===== src/tesd_pkg.sv =====
package tesd_pkg;

  typedef enum logic [9:0] {
    PH_IDLE  = 10'b00_0000_0001,
    PH_ESC   = 10'b00_0000_0010,
    PH_SS3   = 10'b00_0000_0100,
    PH_CSI   = 10'b00_0000_1000,
    PH_CSI1  = 10'b00_0001_0000,
    PH_CSI2  = 10'b00_0010_0000,
    PH_TILDE = 10'b00_0100_0000,
    PH_MB    = 10'b00_1000_0000,
    PH_MX    = 10'b01_0000_0000,
    PH_MY    = 10'b10_0000_0000
  } phase_t;

  localparam logic [1:0] EV_KEY     = 2'd0;
  localparam logic [1:0] EV_MOUSE   = 2'd1;
  localparam logic [1:0] EV_UNKNOWN = 2'd2;

  localparam logic [8:0] KC_F1    = 9'd256;
  localparam logic [8:0] KC_F5    = 9'd260;
  localparam logic [8:0] KC_F6    = 9'd261;
  localparam logic [8:0] KC_F7    = 9'd262;
  localparam logic [8:0] KC_F8    = 9'd263;
  localparam logic [8:0] KC_F9    = 9'd264;
  localparam logic [8:0] KC_F10   = 9'd265;
  localparam logic [8:0] KC_F11   = 9'd266;
  localparam logic [8:0] KC_F12   = 9'd267;
  localparam logic [8:0] KC_DEL   = 9'd268;
  localparam logic [8:0] KC_UP    = 9'd269;
  localparam logic [8:0] KC_ERROR = 9'd273;

  localparam logic [2:0] MA_OTHER    = 3'd0;
  localparam logic [2:0] MA_DOWN     = 3'd1;
  localparam logic [2:0] MA_UP       = 3'd2;
  localparam logic [2:0] MA_SCROLL_U = 3'd3;
  localparam logic [2:0] MA_SCROLL_D = 3'd4;
  localparam logic [2:0] MA_MOVE     = 3'd5;

  localparam logic [1:0] MB_NONE   = 2'd0;
  localparam logic [1:0] MB_LEFT   = 2'd1;
  localparam logic [1:0] MB_MIDDLE = 2'd2;
  localparam logic [1:0] MB_RIGHT  = 2'd3;

  localparam logic [7:0] CH_ESC   = 8'd27;
  localparam logic [7:0] CH_CSI   = 8'd91;
  localparam logic [7:0] CH_SS3   = 8'd79;
  localparam logic [7:0] CH_LT    = 8'd60;
  localparam logic [7:0] CH_SEMI  = 8'd59;
  localparam logic [7:0] CH_M_UP  = 8'd77;
  localparam logic [7:0] CH_M_LO  = 8'd109;
  localparam logic [7:0] CH_ZERO  = 8'd48;
  localparam logic [7:0] CH_ONE   = 8'd49;
  localparam logic [7:0] CH_TWO   = 8'd50;
  localparam logic [7:0] CH_THREE = 8'd51;
  localparam logic [7:0] CH_FOUR  = 8'd52;
  localparam logic [7:0] CH_FIVE  = 8'd53;
  localparam logic [7:0] CH_SEVEN = 8'd55;
  localparam logic [7:0] CH_EIGHT = 8'd56;
  localparam logic [7:0] CH_NINE  = 8'd57;
  localparam logic [7:0] CH_A     = 8'd65;
  localparam logic [7:0] CH_D     = 8'd68;
  localparam logic [7:0] CH_P     = 8'd80;
  localparam logic [7:0] CH_S     = 8'd83;

  localparam logic [7:0] MC_LEFT        = 8'd0;
  localparam logic [7:0] MC_MIDDLE      = 8'd1;
  localparam logic [7:0] MC_RIGHT       = 8'd2;
  localparam logic [7:0] MC_MOVE_LEFT   = 8'd32;
  localparam logic [7:0] MC_MOVE_RIGHT  = 8'd34;
  localparam logic [7:0] MC_MOVE_NONE   = 8'd35;
  localparam logic [7:0] MC_MOVE_MIDDLE = 8'd36;
  localparam logic [7:0] MC_SCROLL_UP   = 8'd64;
  localparam logic [7:0] MC_SCROLL_DOWN = 8'd65;

  typedef struct packed {
    logic [1:0]  event_kind;
    logic [8:0]  key_code;
    logic [2:0]  mouse_action;
    logic [1:0]  mouse_button;
    logic [15:0] mouse_x;
    logic [15:0] mouse_y;
  } res_t;

endpackage


===== src/terminal_escape_sequence_decoder_core.sv =====
// Decodes a stream of terminal input bytes into key, SGR mouse and
// unrecognized-sequence events, one byte per cycle unless a held output stalls
// the input side. Each byte is captured in an input register, run through the
// escape-sequence parser, and any event it yields lands in an output register;
// a byte that ends a sequence yields at most one event, bytes inside a
// sequence yield none. Input ready stays high while the output register is
// empty or being taken, so stalls on the output only hold the input side when
// a waiting byte would produce another event.
module terminal_escape_sequence_decoder_core import tesd_pkg::*; (
  input  logic        clk,
  input  logic        rst_n,
  input  logic        in_valid,
  output logic        in_ready,
  input  logic [7:0]  in_byte,
  input  logic        in_batch_end,
  output logic        out_valid,
  input  logic        out_ready,
  output logic [1:0]  out_event_kind,
  output logic [8:0]  out_key_code,
  output logic [2:0]  out_mouse_action,
  output logic [1:0]  out_mouse_button,
  output logic [15:0] out_mouse_x,
  output logic [15:0] out_mouse_y
);

  logic       inq_valid;
  logic [7:0] inq_byte;
  logic       inq_last;
  logic       res_valid;
  res_t       res;
  logic       out_free;
  logic       advance;
  res_t       out_res;

  assign advance  = inq_valid && (!res_valid || out_free);
  assign in_ready = !inq_valid || advance;

  tesd_in_stage u_in (
    .clk     (clk),
    .rst_n   (rst_n),
    .load    (in_valid && in_ready),
    .advance (advance),
    .byte_i  (in_byte),
    .last_i  (in_batch_end),
    .valid_o (inq_valid),
    .byte_o  (inq_byte),
    .last_o  (inq_last)
  );

  tesd_parser u_parser (
    .clk       (clk),
    .rst_n     (rst_n),
    .step      (advance),
    .byte_i    (inq_byte),
    .last_i    (inq_last),
    .res_valid (res_valid),
    .res       (res)
  );

  tesd_out_stage u_out (
    .clk     (clk),
    .rst_n   (rst_n),
    .load    (advance && res_valid),
    .res_i   (res),
    .ready_i (out_ready),
    .free_o  (out_free),
    .valid_o (out_valid),
    .res_o   (out_res)
  );

  assign out_event_kind   = out_res.event_kind;
  assign out_key_code     = out_res.key_code;
  assign out_mouse_action = out_res.mouse_action;
  assign out_mouse_button = out_res.mouse_button;
  assign out_mouse_x      = out_res.mouse_x;
  assign out_mouse_y      = out_res.mouse_y;

  a_empty_stage_ready: assert property (@(posedge clk) disable iff (!rst_n)
    !inq_valid |-> in_ready)
    else $error("input stage empty but not ready");

  a_no_overwrite: assert property (@(posedge clk) disable iff (!rst_n)
    inq_valid && res_valid && out_valid && !out_ready |-> !advance)
    else $error("pending event would overwrite held output");

  a_mouse_no_key: assert property (@(posedge clk) disable iff (!rst_n)
    out_valid && out_event_kind == EV_MOUSE |-> out_key_code == '0)
    else $error("mouse event carries a key code");

  a_key_no_mouse: assert property (@(posedge clk) disable iff (!rst_n)
    out_valid && out_event_kind != EV_MOUSE |->
      out_mouse_x == '0 && out_mouse_y == '0 && out_mouse_action == MA_OTHER)
    else $error("non-mouse event carries mouse fields");

endmodule


===== src/tesd_in_stage.sv =====
module tesd_in_stage import tesd_pkg::*; (
  input  logic       clk,
  input  logic       rst_n,
  input  logic       load,
  input  logic       advance,
  input  logic [7:0] byte_i,
  input  logic       last_i,
  output logic       valid_o,
  output logic [7:0] byte_o,
  output logic       last_o
);

  logic       valid_r;
  logic [7:0] byte_r;
  logic       last_r;

  always_ff @(posedge clk) begin
    if (!rst_n) begin
      valid_r <= 1'b0;
    end else if (load) begin
      valid_r <= 1'b1;
    end else if (advance) begin
      valid_r <= 1'b0;
    end
  end

  always_ff @(posedge clk) begin
    if (load) begin
      byte_r <= byte_i;
      last_r <= last_i;
    end
  end

  assign valid_o = valid_r;
  assign byte_o  = byte_r;
  assign last_o  = last_r;

endmodule


===== src/tesd_parser.sv =====
module tesd_parser import tesd_pkg::*; (
  input  logic       clk,
  input  logic       rst_n,
  input  logic       step,
  input  logic [7:0] byte_i,
  input  logic       last_i,
  output logic       res_valid,
  output res_t       res
);

  phase_t      phase_r, phase_nxt;
  logic [7:0]  btn_r, btn_nxt;
  logic [15:0] col_r, col_nxt;
  logic [15:0] row_r, row_nxt;
  logic [8:0]  pend_r, pend_nxt;

  logic        is_digit;
  logic [3:0]  digit;
  logic [11:0] btn_v;
  logic [19:0] col_v;
  logic [19:0] row_v;
  logic [7:0]  btn_sat;
  logic [15:0] col_sat;
  logic [15:0] row_sat;
  res_t        err_res;
  res_t        mouse_res;

  assign is_digit = (byte_i >= CH_ZERO) && (byte_i <= CH_NINE);
  assign digit    = 4'(byte_i - CH_ZERO);

  assign btn_v   = 12'(btn_r) * 12'd10 + 12'(digit);
  assign col_v   = 20'(col_r) * 20'd10 + 20'(digit);
  assign row_v   = 20'(row_r) * 20'd10 + 20'(digit);
  assign btn_sat = (btn_v > 12'd255)    ? 8'hFF    : btn_v[7:0];
  assign col_sat = (col_v > 20'hFFFF)   ? 16'hFFFF : col_v[15:0];
  assign row_sat = (row_v > 20'hFFFF)   ? 16'hFFFF : row_v[15:0];

  always_comb begin
    err_res          = '0;
    err_res.key_code = KC_ERROR;
  end

  always_comb begin
    mouse_res            = '0;
    mouse_res.event_kind = EV_MOUSE;
    mouse_res.mouse_x    = col_r;
    mouse_res.mouse_y    = row_r;
    case (btn_r)
      MC_LEFT, MC_MIDDLE, MC_RIGHT: begin
        mouse_res.mouse_action = (byte_i == CH_M_UP) ? MA_DOWN : MA_UP;
        mouse_res.mouse_button = (btn_r == MC_LEFT) ? MB_LEFT :
                                 (btn_r == MC_MIDDLE) ? MB_MIDDLE : MB_RIGHT;
      end
      MC_SCROLL_UP:   mouse_res.mouse_action = MA_SCROLL_U;
      MC_SCROLL_DOWN: mouse_res.mouse_action = MA_SCROLL_D;
      MC_MOVE_NONE:   mouse_res.mouse_action = MA_MOVE;
      MC_MOVE_LEFT: begin
        mouse_res.mouse_action = MA_MOVE;
        mouse_res.mouse_button = MB_LEFT;
      end
      MC_MOVE_RIGHT: begin
        mouse_res.mouse_action = MA_MOVE;
        mouse_res.mouse_button = MB_RIGHT;
      end
      MC_MOVE_MIDDLE: begin
        mouse_res.mouse_action = MA_MOVE;
        mouse_res.mouse_button = MB_MIDDLE;
      end
      default: mouse_res.mouse_action = MA_OTHER;
    endcase
  end

  always_comb begin
    phase_nxt = PH_IDLE;
    btn_nxt   = btn_r;
    col_nxt   = col_r;
    row_nxt   = row_r;
    pend_nxt  = pend_r;
    res_valid = 1'b0;
    res       = '0;
    case (phase_r)
      PH_ESC: begin
        if (byte_i == CH_CSI) begin
          phase_nxt = PH_CSI;
        end else if (byte_i == CH_SS3) begin
          phase_nxt = PH_SS3;
        end else begin
          res_valid      = 1'b1;
          res.event_kind = EV_UNKNOWN;
        end
      end
      PH_SS3: begin
        res_valid = 1'b1;
        if (byte_i inside {[CH_P:CH_S]}) begin
          res.key_code = KC_F1 + {7'd0, byte_i[1:0]};
        end else begin
          res = err_res;
        end
      end
      PH_CSI: begin
        if (byte_i == CH_LT) begin
          btn_nxt   = '0;
          col_nxt   = '0;
          row_nxt   = '0;
          phase_nxt = PH_MB;
        end else if (byte_i inside {[CH_A:CH_D]}) begin
          res_valid    = 1'b1;
          res.key_code = KC_UP + {1'b0, byte_i - CH_A};
        end else if (byte_i == CH_THREE) begin
          pend_nxt  = KC_DEL;
          phase_nxt = PH_TILDE;
        end else if (byte_i == CH_ONE) begin
          phase_nxt = PH_CSI1;
        end else if (byte_i == CH_TWO) begin
          phase_nxt = PH_CSI2;
        end else begin
          res_valid = 1'b1;
          res       = err_res;
        end
      end
      PH_CSI1: begin
        phase_nxt = PH_TILDE;
        case (byte_i)
          CH_FIVE:  pend_nxt = KC_F5;
          CH_SEVEN: pend_nxt = KC_F6;
          CH_EIGHT: pend_nxt = KC_F7;
          CH_NINE:  pend_nxt = KC_F8;
          default: begin
            phase_nxt = PH_IDLE;
            res_valid = 1'b1;
            res       = err_res;
          end
        endcase
      end
      PH_CSI2: begin
        phase_nxt = PH_TILDE;
        case (byte_i)
          CH_ZERO:  pend_nxt = KC_F9;
          CH_ONE:   pend_nxt = KC_F10;
          CH_THREE: pend_nxt = KC_F11;
          CH_FOUR:  pend_nxt = KC_F12;
          default: begin
            phase_nxt = PH_IDLE;
            res_valid = 1'b1;
            res       = err_res;
          end
        endcase
      end
      PH_TILDE: begin
        res_valid    = 1'b1;
        res.key_code = pend_r;
      end
      PH_MB: begin
        if (byte_i == CH_SEMI) begin
          phase_nxt = PH_MX;
        end else if (is_digit) begin
          btn_nxt   = btn_sat;
          phase_nxt = PH_MB;
        end else begin
          res_valid = 1'b1;
          res       = err_res;
        end
      end
      PH_MX: begin
        if (byte_i == CH_SEMI) begin
          phase_nxt = PH_MY;
        end else if (is_digit) begin
          col_nxt   = col_sat;
          phase_nxt = PH_MX;
        end else begin
          res_valid = 1'b1;
          res       = err_res;
        end
      end
      PH_MY: begin
        if (byte_i == CH_M_UP || byte_i == CH_M_LO) begin
          res_valid = 1'b1;
          res       = mouse_res;
        end else if (is_digit) begin
          row_nxt   = row_sat;
          phase_nxt = PH_MY;
        end else begin
          res_valid = 1'b1;
          res       = err_res;
        end
      end
      default: begin
        if (byte_i != CH_ESC || last_i) begin
          res_valid    = 1'b1;
          res.key_code = {1'b0, byte_i};
        end else begin
          phase_nxt = PH_ESC;
        end
      end
    endcase
    // cut sequence: flag error and drop back to idle
    if (!res_valid && phase_nxt != PH_IDLE && last_i) begin
      res_valid = 1'b1;
      res       = err_res;
      phase_nxt = PH_IDLE;
    end
  end

  always_ff @(posedge clk) begin
    if (!rst_n) begin
      phase_r <= PH_IDLE;
      btn_r   <= '0;
      col_r   <= '0;
      row_r   <= '0;
      pend_r  <= '0;
    end else if (step) begin
      phase_r <= phase_nxt;
      btn_r   <= btn_nxt;
      col_r   <= col_nxt;
      row_r   <= row_nxt;
      pend_r  <= pend_nxt;
    end
  end

endmodule


===== src/tesd_out_stage.sv =====
module tesd_out_stage import tesd_pkg::*; (
  input  logic clk,
  input  logic rst_n,
  input  logic load,
  input  res_t res_i,
  input  logic ready_i,
  output logic free_o,
  output logic valid_o,
  output res_t res_o
);

  logic valid_r;
  res_t res_r;

  assign free_o = !valid_r || ready_i;

  always_ff @(posedge clk) begin
    if (!rst_n) begin
      valid_r <= 1'b0;
    end else if (load) begin
      valid_r <= 1'b1;
    end else if (ready_i) begin
      valid_r <= 1'b0;
    end
  end

  always_ff @(posedge clk) begin
    if (load) begin
      res_r <= res_i;
    end
  end

  assign valid_o = valid_r;
  assign res_o   = res_r;

endmodule

===== config.mk =====
export PLATFORM = sky130hd
export DESIGN_NAME = terminal_escape_sequence_decoder_core
export DESIGN_NICKNAME = d
export VERILOG_FILES = /design/src/tesd_pkg.sv /design/src/terminal_escape_sequence_decoder_core.sv /design/src/tesd_in_stage.sv /design/src/tesd_parser.sv /design/src/tesd_out_stage.sv
export SDC_FILE = /design/constraint.sdc
export NUM_CORES = 1
export LEC_CHECK = 0
export ABC_AREA = 1
export BUFFER_PORTS_ARGS = -buffer_cell sky130_fd_sc_hd__buf_2
export CORE_UTILIZATION = 55
export CTS_CLUSTER_DIAMETER = 30
export CTS_CLUSTER_SIZE = 16
export DETAILED_ROUTE_END_ITERATION = 16
export HOLD_SLACK_MARGIN = 0.05
export PLACE_DENSITY = 0.73
export SLEW_MARGIN = 10
export SYNTH_ARGS = -nofsm -noshare
export SYNTH_HDL_FRONTEND = slang
export SYNTH_SLANG_ARGS = --single-unit

===== constraint.sdc =====
create_clock -name clk -period 3.8 [get_ports clk]
set_input_delay 0.19 -clock clk [delete_from_list [all_inputs] [get_ports clk]]
set_output_delay 0.19 -clock clk [all_outputs]
set_load 0.005 [all_outputs]

* After elaboration in Yosys (flattened, before gate mapping)
Cells that the tools add are included.
** Word-level totals
- Bits in registers :: 118
- Output and inout port bits :: 50
** Operators by class
- $add $sub $neg :: 7
- Multiply operators :: 3
- Order comparisons :: 9
- Equal/unequal tests :: 46
- Multiplexer cells :: 81
- Reductions and logical operators :: 34
** Operators with widths (count)
- 2-to-1 mux 48 bit :: 5
- one-hot mux 37 bit (5 select lines) :: 1
- 2-to-1 mux 46 bit :: 4
- == test 8 x 6 -> 1 bit (second input constant) :: 15
- 2-to-1 mux 16 bit :: 7
- 2-to-1 mux 10 bit :: 9
- one-hot mux 10 bit (8 select lines) :: 1
- one-hot mux 9 bit (4 select lines) :: 2
- one-hot mux 9 bit (8 select lines) :: 1
- one-hot mux 16 bit (2 select lines) :: 2
- 2-to-1 mux 9 bit :: 6
- == test 8 x 7 -> 1 bit (second input constant) :: 6
- 2-to-1 mux 8 bit :: 6
- adder 20 x 4 -> 20 bit :: 2
- > comparator 20 x 16 -> 1 bit (second input constant) :: 2
- multiplier 16 x 3 -> 19 bit (second input constant) :: 2
- 2-to-1 mux 37 bit :: 1
- one-hot mux 9 bit (3 select lines) :: 1
- 2-to-1 mux 1 bit :: 19
- greater-or-equal comparator 8 x 7 -> 1 bit (second input constant) :: 2
- <= comparator 8 x 7 -> 1 bit (second input constant) :: 2
- one-hot mux 8 bit (2 select lines) :: 1
- AND reduction 5 bit :: 3
- 2-to-1 mux 7 bit :: 2
- other kinds (43) :: 78

* Logic depth before layout (Yosys ltp)
- Depth after elaboration :: 17
- Gate-level depth with buffers :: 21
- Depth with buffers taken out :: 20

* Hierarchy
From an unflattened synthesis, not the netlist that was laid out.
** Unflattened totals
- Cells, all modules :: 1342
- Area, all modules :: 9446.6 um^2
** Modules (own cells, without submodules)
- tesd_parser :: times used 1, cells an instance 1266, area each 7612.3 um^2
- tesd_out_stage :: times used 1, cells an instance 54, area each 1487.7 um^2
- tesd_in_stage :: times used 1, cells an instance 15, area each 314.1 um^2
- terminal_escape_sequence_decoder_core :: times used 1, cells an instance 7, area each 32.5 um^2

* Least setup slack after synthesis
No wires, ideal clock.
- Kind :: register to register
- Start point :: reg u_in.byte_r[2] (netlist: u_in.byte_o[2])
- End point :: reg u_out.res_r, in the netlist u_out.res_o[0] (enable)
- Setup time :: 0.403 ns
- Arrival time :: 2.997 ns
- Data required time :: 3.397 ns
- Slack :: 0.400 ns
- Cell stages (with the launch flop) :: 15
- Clock period less this slack :: 3.400 ns
- Path through :: edfxtp_1 buf_4 nor2_2 inv_2 nor3_4 inv_2 nand3_1 nand3_2 nor2_4 nand4_4 nand2_4 nand2_8 inv_4 nand2_1 inv_1
** Between the ends
- Longest elaborated chain between the ends :: 15
** Ends and longest elaborated chain
- from (decl) :: RTL line tesd_in_stage.sv:14 : logic [7:0] byte_r;
- from (signal assigned) :: RTL line tesd_in_stage.sv:29 : byte_r <= byte_i;
- == test 8 x 6 -> 1 bit :: RTL line tesd_parser.sv:114 : end else if (byte_i == CH_TWO) begin
- 2-to-1 mux 6 bit / 2-to-1 mux 1 bit (equally long branches) :: RTL line tesd_parser.sv:114
- 2-to-1 mux 6 bit / 2-to-1 mux 1 bit (equally long branches) :: RTL line tesd_parser.sv:112 : end else if (byte_i == CH_ONE) begin
- 2-to-1 mux 10 bit / 2-to-1 mux 1 bit (equally long branches) :: RTL line tesd_parser.sv:109 : end else if (byte_i == CH_THREE) begin
- 2-to-1 mux 10 bit / 2-to-1 mux 1 bit (equally long branches) :: RTL line tesd_parser.sv:106 : end else if (byte_i inside {[CH_A:CH_D]}) begin
- 2-to-1 mux 10 bit / 2-to-1 mux 1 bit (equally long branches) :: RTL line tesd_parser.sv:101 : if (byte_i == CH_LT) begin
- one-hot mux 10 bit (8 select lines) / one-hot mux 1 bit (7 select lines) (equally long branches) :: RTL line tesd_parser.sv:81 : case (phase_r)
- inequality test 10 x 1 -> 1 bit / zero test 1 bit (equally long branches) :: RTL line tesd_parser.sv:197 : if (!res_valid && phase_nxt != PH_IDLE && last_i) begin
- logical AND 1 bit (2 in series) :: RTL line tesd_parser.sv:197
- 2-to-1 mux 1 bit (*) :: RTL line tesd_parser.sv:197
- zero test 1 bit :: RTL line terminal_escape_sequence_decoder_core.sv:35 : assign advance = inq_valid && (!res_valid || out_free);
- logical OR 1 bit :: RTL line terminal_escape_sequence_decoder_core.sv:35
- logical AND 1 bit :: RTL line terminal_escape_sequence_decoder_core.sv:35
- logical AND 1 bit (*) :: RTL line terminal_escape_sequence_decoder_core.sv:63 : .load (advance && res_valid),
- net u_out.load :: RTL line tesd_out_stage.sv:4 : input logic load,
- to (signal assigned) :: RTL line tesd_out_stage.sv:29 : res_r <= res_i;
- to (decl) :: RTL line tesd_out_stage.sv:13 : res_t res_r;
The timed path passes the listed nets; every way through them passes the cells marked *.
A chain may end at the register's enable or synchronous reset.

* Worst setup path in the final report
- Start point :: reg u_parser.col_r[1]
- End point :: reg u_parser.col_r[12]
** Between the ends
- Longest elaborated chain between the ends :: 7
** Ends and longest elaborated chain
- from (decl) :: RTL line tesd_parser.sv:13 : logic [15:0] col_r, col_nxt;
- from (signal assigned) :: RTL line tesd_parser.sv:214 : col_r <= col_nxt;
- multiplier 16 x 3 -> 19 bit (*) :: RTL line tesd_parser.sv:32 : assign col_v = 20'(col_r) * 20'd10 + 20'(digit);
- adder 20 x 4 -> 20 bit (*) :: RTL line tesd_parser.sv:32
- > comparator 20 x 16 -> 1 bit :: RTL line tesd_parser.sv:35 : assign col_sat = (col_v > 20'hFFFF) ? 16'hFFFF : col_v[15:0];
- 2-to-1 mux 16 bit (*) :: RTL line tesd_parser.sv:35
- 2-to-1 mux 16 bit (*) :: RTL line tesd_parser.sv:167 : end else if (is_digit) begin
- 2-to-1 mux 16 bit (*) :: RTL line tesd_parser.sv:165 : if (byte_i == CH_SEMI) begin
- one-hot mux 16 bit (2 select lines) (*) :: RTL line tesd_parser.sv:81
Every way passes the cells marked *; elsewhere a longest branch is shown, timed or not. The select of a mux whose other input is x is not followed.

==> results.yml <==
sta:
  max-slew-margin-rel: 0.281
  grt_setup_unrepaired: "true"
  whs_ps: 68.3
  slew_violations: 0
  finClkSkew_ps: 9.83
  hold_violations: 0
  period_share: 0.923
  min_period_ps: 3510
  fmax_mhz: 285
  finalSetupViolCount: 0
  setup_tns_ps: 0
  layout_setup_ws_ps: 291
  worstMarginPinSlew_ps: 1080
cells_and_area:
  multi_input_area_um2: 5660
  regArea_um2: 2850
  synthToLayoutAreaGrowth_pct: 13.5
  fill_cells: 1490
  drive_above_1_share: 0.143
  utilization: 0.643
  insertedDiodeCount: 0
  finalNetCount: 1482
pwr:
  p_sw_frac: 0.229
  irDropWorstVdd_uv: 363
  power_frac_comb: 0.070
  power_mw: 3.39
  p_int_mw: 2.61
  p_sw_uw: 778
  clockPowerShare: 0.529
  p_per_area_nw_per_um2: 316
  pwr-share-seq: 0.401
  p_leak_nw: 5.01
yosys:
  synth_enable_flop_cells: 57
  synth_top_area_cell: "edfxtp_1"
  syn_avg_cell_area_um2: 7.24
  seq_area_frac_synth: 0.302
  yosysWarningCount: 0
  synth.top_cell.area_share: 0.181
  synth_fp_nets: 1406
  synth_cell_type_count: 58
  syn_area_um2: 9450
  synthArstFlopShare: 0
  netlist_top_cells_area: "edfxtp_1, nand2_1, dfxtp_1"
  yosys_register_bits: 114
  syn_inst: 1305
  ys.flop_type: "edfxtp_1"
setup_path:
  worstSetupStartpointType: "register"
  worstPathMaxFanout: 16
  cp-end-kind: "register"
  max_stage_delay_ps: 400
  crit_buf_inv: 3
  critPathTopFamily: "simple AND/OR/NAND/NOR gates"
  path_class: "register to register"
  critPathRequiredTime_ps: 4070
  path_common_cell: "nand2_1"
  path_cells: "ha_1, ha_1, inv_1, fa_1, inv_1, nand3_1, nand2_1, nand2_1, nand2_1, inv_1, nor2_2, nand3_1, nor2_2, nand3_1, nand2_1, nand2_1, nor2_4, nand4_1, nand2_1, a21oi_2"
  slowest_stage: "fa_1"
  cp.arrival_ps: 3780
route:
  wl_met3_mm: 1.36
  ant_nets: 0
  drt-vias-per-instance: 5.43
  wl_per_cell_um: 14.6
  met2_length_mm: 10.9
  drc: 0
  routedLengthMet1_mm: 10.8
  routed_wl_mm: 23.5
  dr.first_iter.drc_count: 782
  via_count: 8764
  highest_layer: "met4"
  firstDrtPassIters: 6
run_status:
  status: "finished clean"
die:
  num_rows: 47
  io_pins: 63
  dieHeight_um: 133
  core-area_um2: 16700
  start_util: 0.566
  fp.dieW_um: 133
  die_area_um2: 17700
min_path:
  hold_path.class: "primary input to register"
placement:
  numPortBuffers: 62
  pre_cts_ws_ps: 195
  gp_congestion: 0.939
  dpl.hpwl_mm: 17.6
grt:
  grt_overflow_total: 0
  grt_pass1_vias: 8149
  grt_pass1_wl_mm: 38.9
  track_usage: 0.274
  antenna_found_initial: 0
  grt_max_degree: 48
clocking:
  insertion_delay_ps: 430
  htree_levels: 4
  cts.sinks: 114
  cts_buffer_depth: 2
  cts-buffers-inserted: 17
  cts_tree: "done"
  clk_pin_slew_ps: 60
  root_buffer: "clkbuf_16"
flow_run:
  drv_cap: 0
-- placed cells by master, fill, tap and decap left out, types with 6 or more instances in the layout --
cell             n
a21oi_1         64
a21oi_2         20
buf_2           62
clkbuf_16       17
dfxtp_1         57
dlygate4sd3_1    9
edfxtp_1        57
fa_1             6
ha_1            82
inv_1          190
inv_2           17
nand2_1        322
nand2_2          8
nand3_1        101
nand4_1         52
nor2_1         127
nor2_2          12
nor2_4           9
nor3_1          18
o21ai_0         27
o21ai_1          8
xnor2_1         10
xor2_1          27
-- path summary, 6_finish.rpt --
check / from / endpoint / slack (ps) / depth (start not counted)
worst max-delay path: u_parser.col_r[1] / u_parser.col_r[12] / 290 / 20
worst min-delay path: in_valid / u_in.valid_o / 70 / 3
worst max register to register: u_parser.col_r[1] / u_parser.col_r[12] / 290 / 20
worst min register to register: u_parser.pend_r[8] / u_parser.pend_r[8] / 460 / 2
-- per-layer routing --
metal / global-route usage / up-vias
met3: 0.0434 / 42
met5: 0 / -
met1: 0.366 / 3981
met4: 0.0947 / 0
met2: 0.450 / 282
li1: - / 4459
-- tightest hold or removal path, cell delays in order --
cell     delay (ps)
buf_2           100
nand2_1          90
a21oi_1          70
-- final cells by class --
cell class | instances | share of cell area
multi-input cells | 960 | 0.527
flip-flops and latches | 114 | 0.266
inverters | 209 | 0.0736
repair buffers | 79 | 0.0464
clock buffers | 19 | 0.0422
well taps | 220 | 0.0256
clock inverters | 13 | 0.0192
-- synthesized netlist by cell type, types with 15 or more instances --
library cell,n
nand2_1,323
inv_1,192
nor2_1,129
nand3_1,101
ha_1,82
a21oi_1,64
dfxtp_1,57
edfxtp_1,57
nand4_1,52
o21ai_0,27
xor2_1,27
a21oi_2,20
nor3_1,18
inv_2,15
-- logic make-up (layout without fill, tap and decap cells) --
logic type	after synthesis	in the layout	synth area share
compound gates	148	148	0.0948
xor+xnor	37	37	0.0343
fa+ha+maj	88	88	0.121
buf+inv	231	320	0.101
flops	114	114	0.302
simple gates	687	687	0.347
-- state kept, by name, summed over array words and instances, names as in the netlist --
register and cells:
u_parser.phase_r 10, u_in.last_o 1, u_parser.btn_r 8, u_out.res_o 48, u_in.valid_o 1, u_parser.col_r 16, u_parser.pend_r 5, u_in.byte_o 8
u_parser.row_r 16, u_out.valid_o 1
-- power groups by stage --
stage / Clock [mW] / Combinational, mW / Sequential [mW]
finish: 1.79 / 0.238 / 1.36
global route: 1.86 / 0.260 / 1.36
CTS: 1.80 / 0.237 / 1.36
detailed placement: 0 / 0.228 / 1.39
global placement: 0 / 0.225 / 1.39
floorplan: 0 / 0.149 / 1.38
-- timing repair --
item                                    CTS  global route
gates resized for setup                   0             4
endpoints found under the setup margin    0            22
hold buffers                              9             0
endpoints found under the hold margin     9             0
setup buffers                             0             1
-- metrics by stage --
step / instances / area (um2)
floorplan: 1305 / 9450
global placement: 1572 / 9950
detailed placement: 1572 / 9950
CTS: 1613 / 10700
global route: 1614 / 10700
finish: 1614 / 10700
Power figures use the tool's default switching activity.
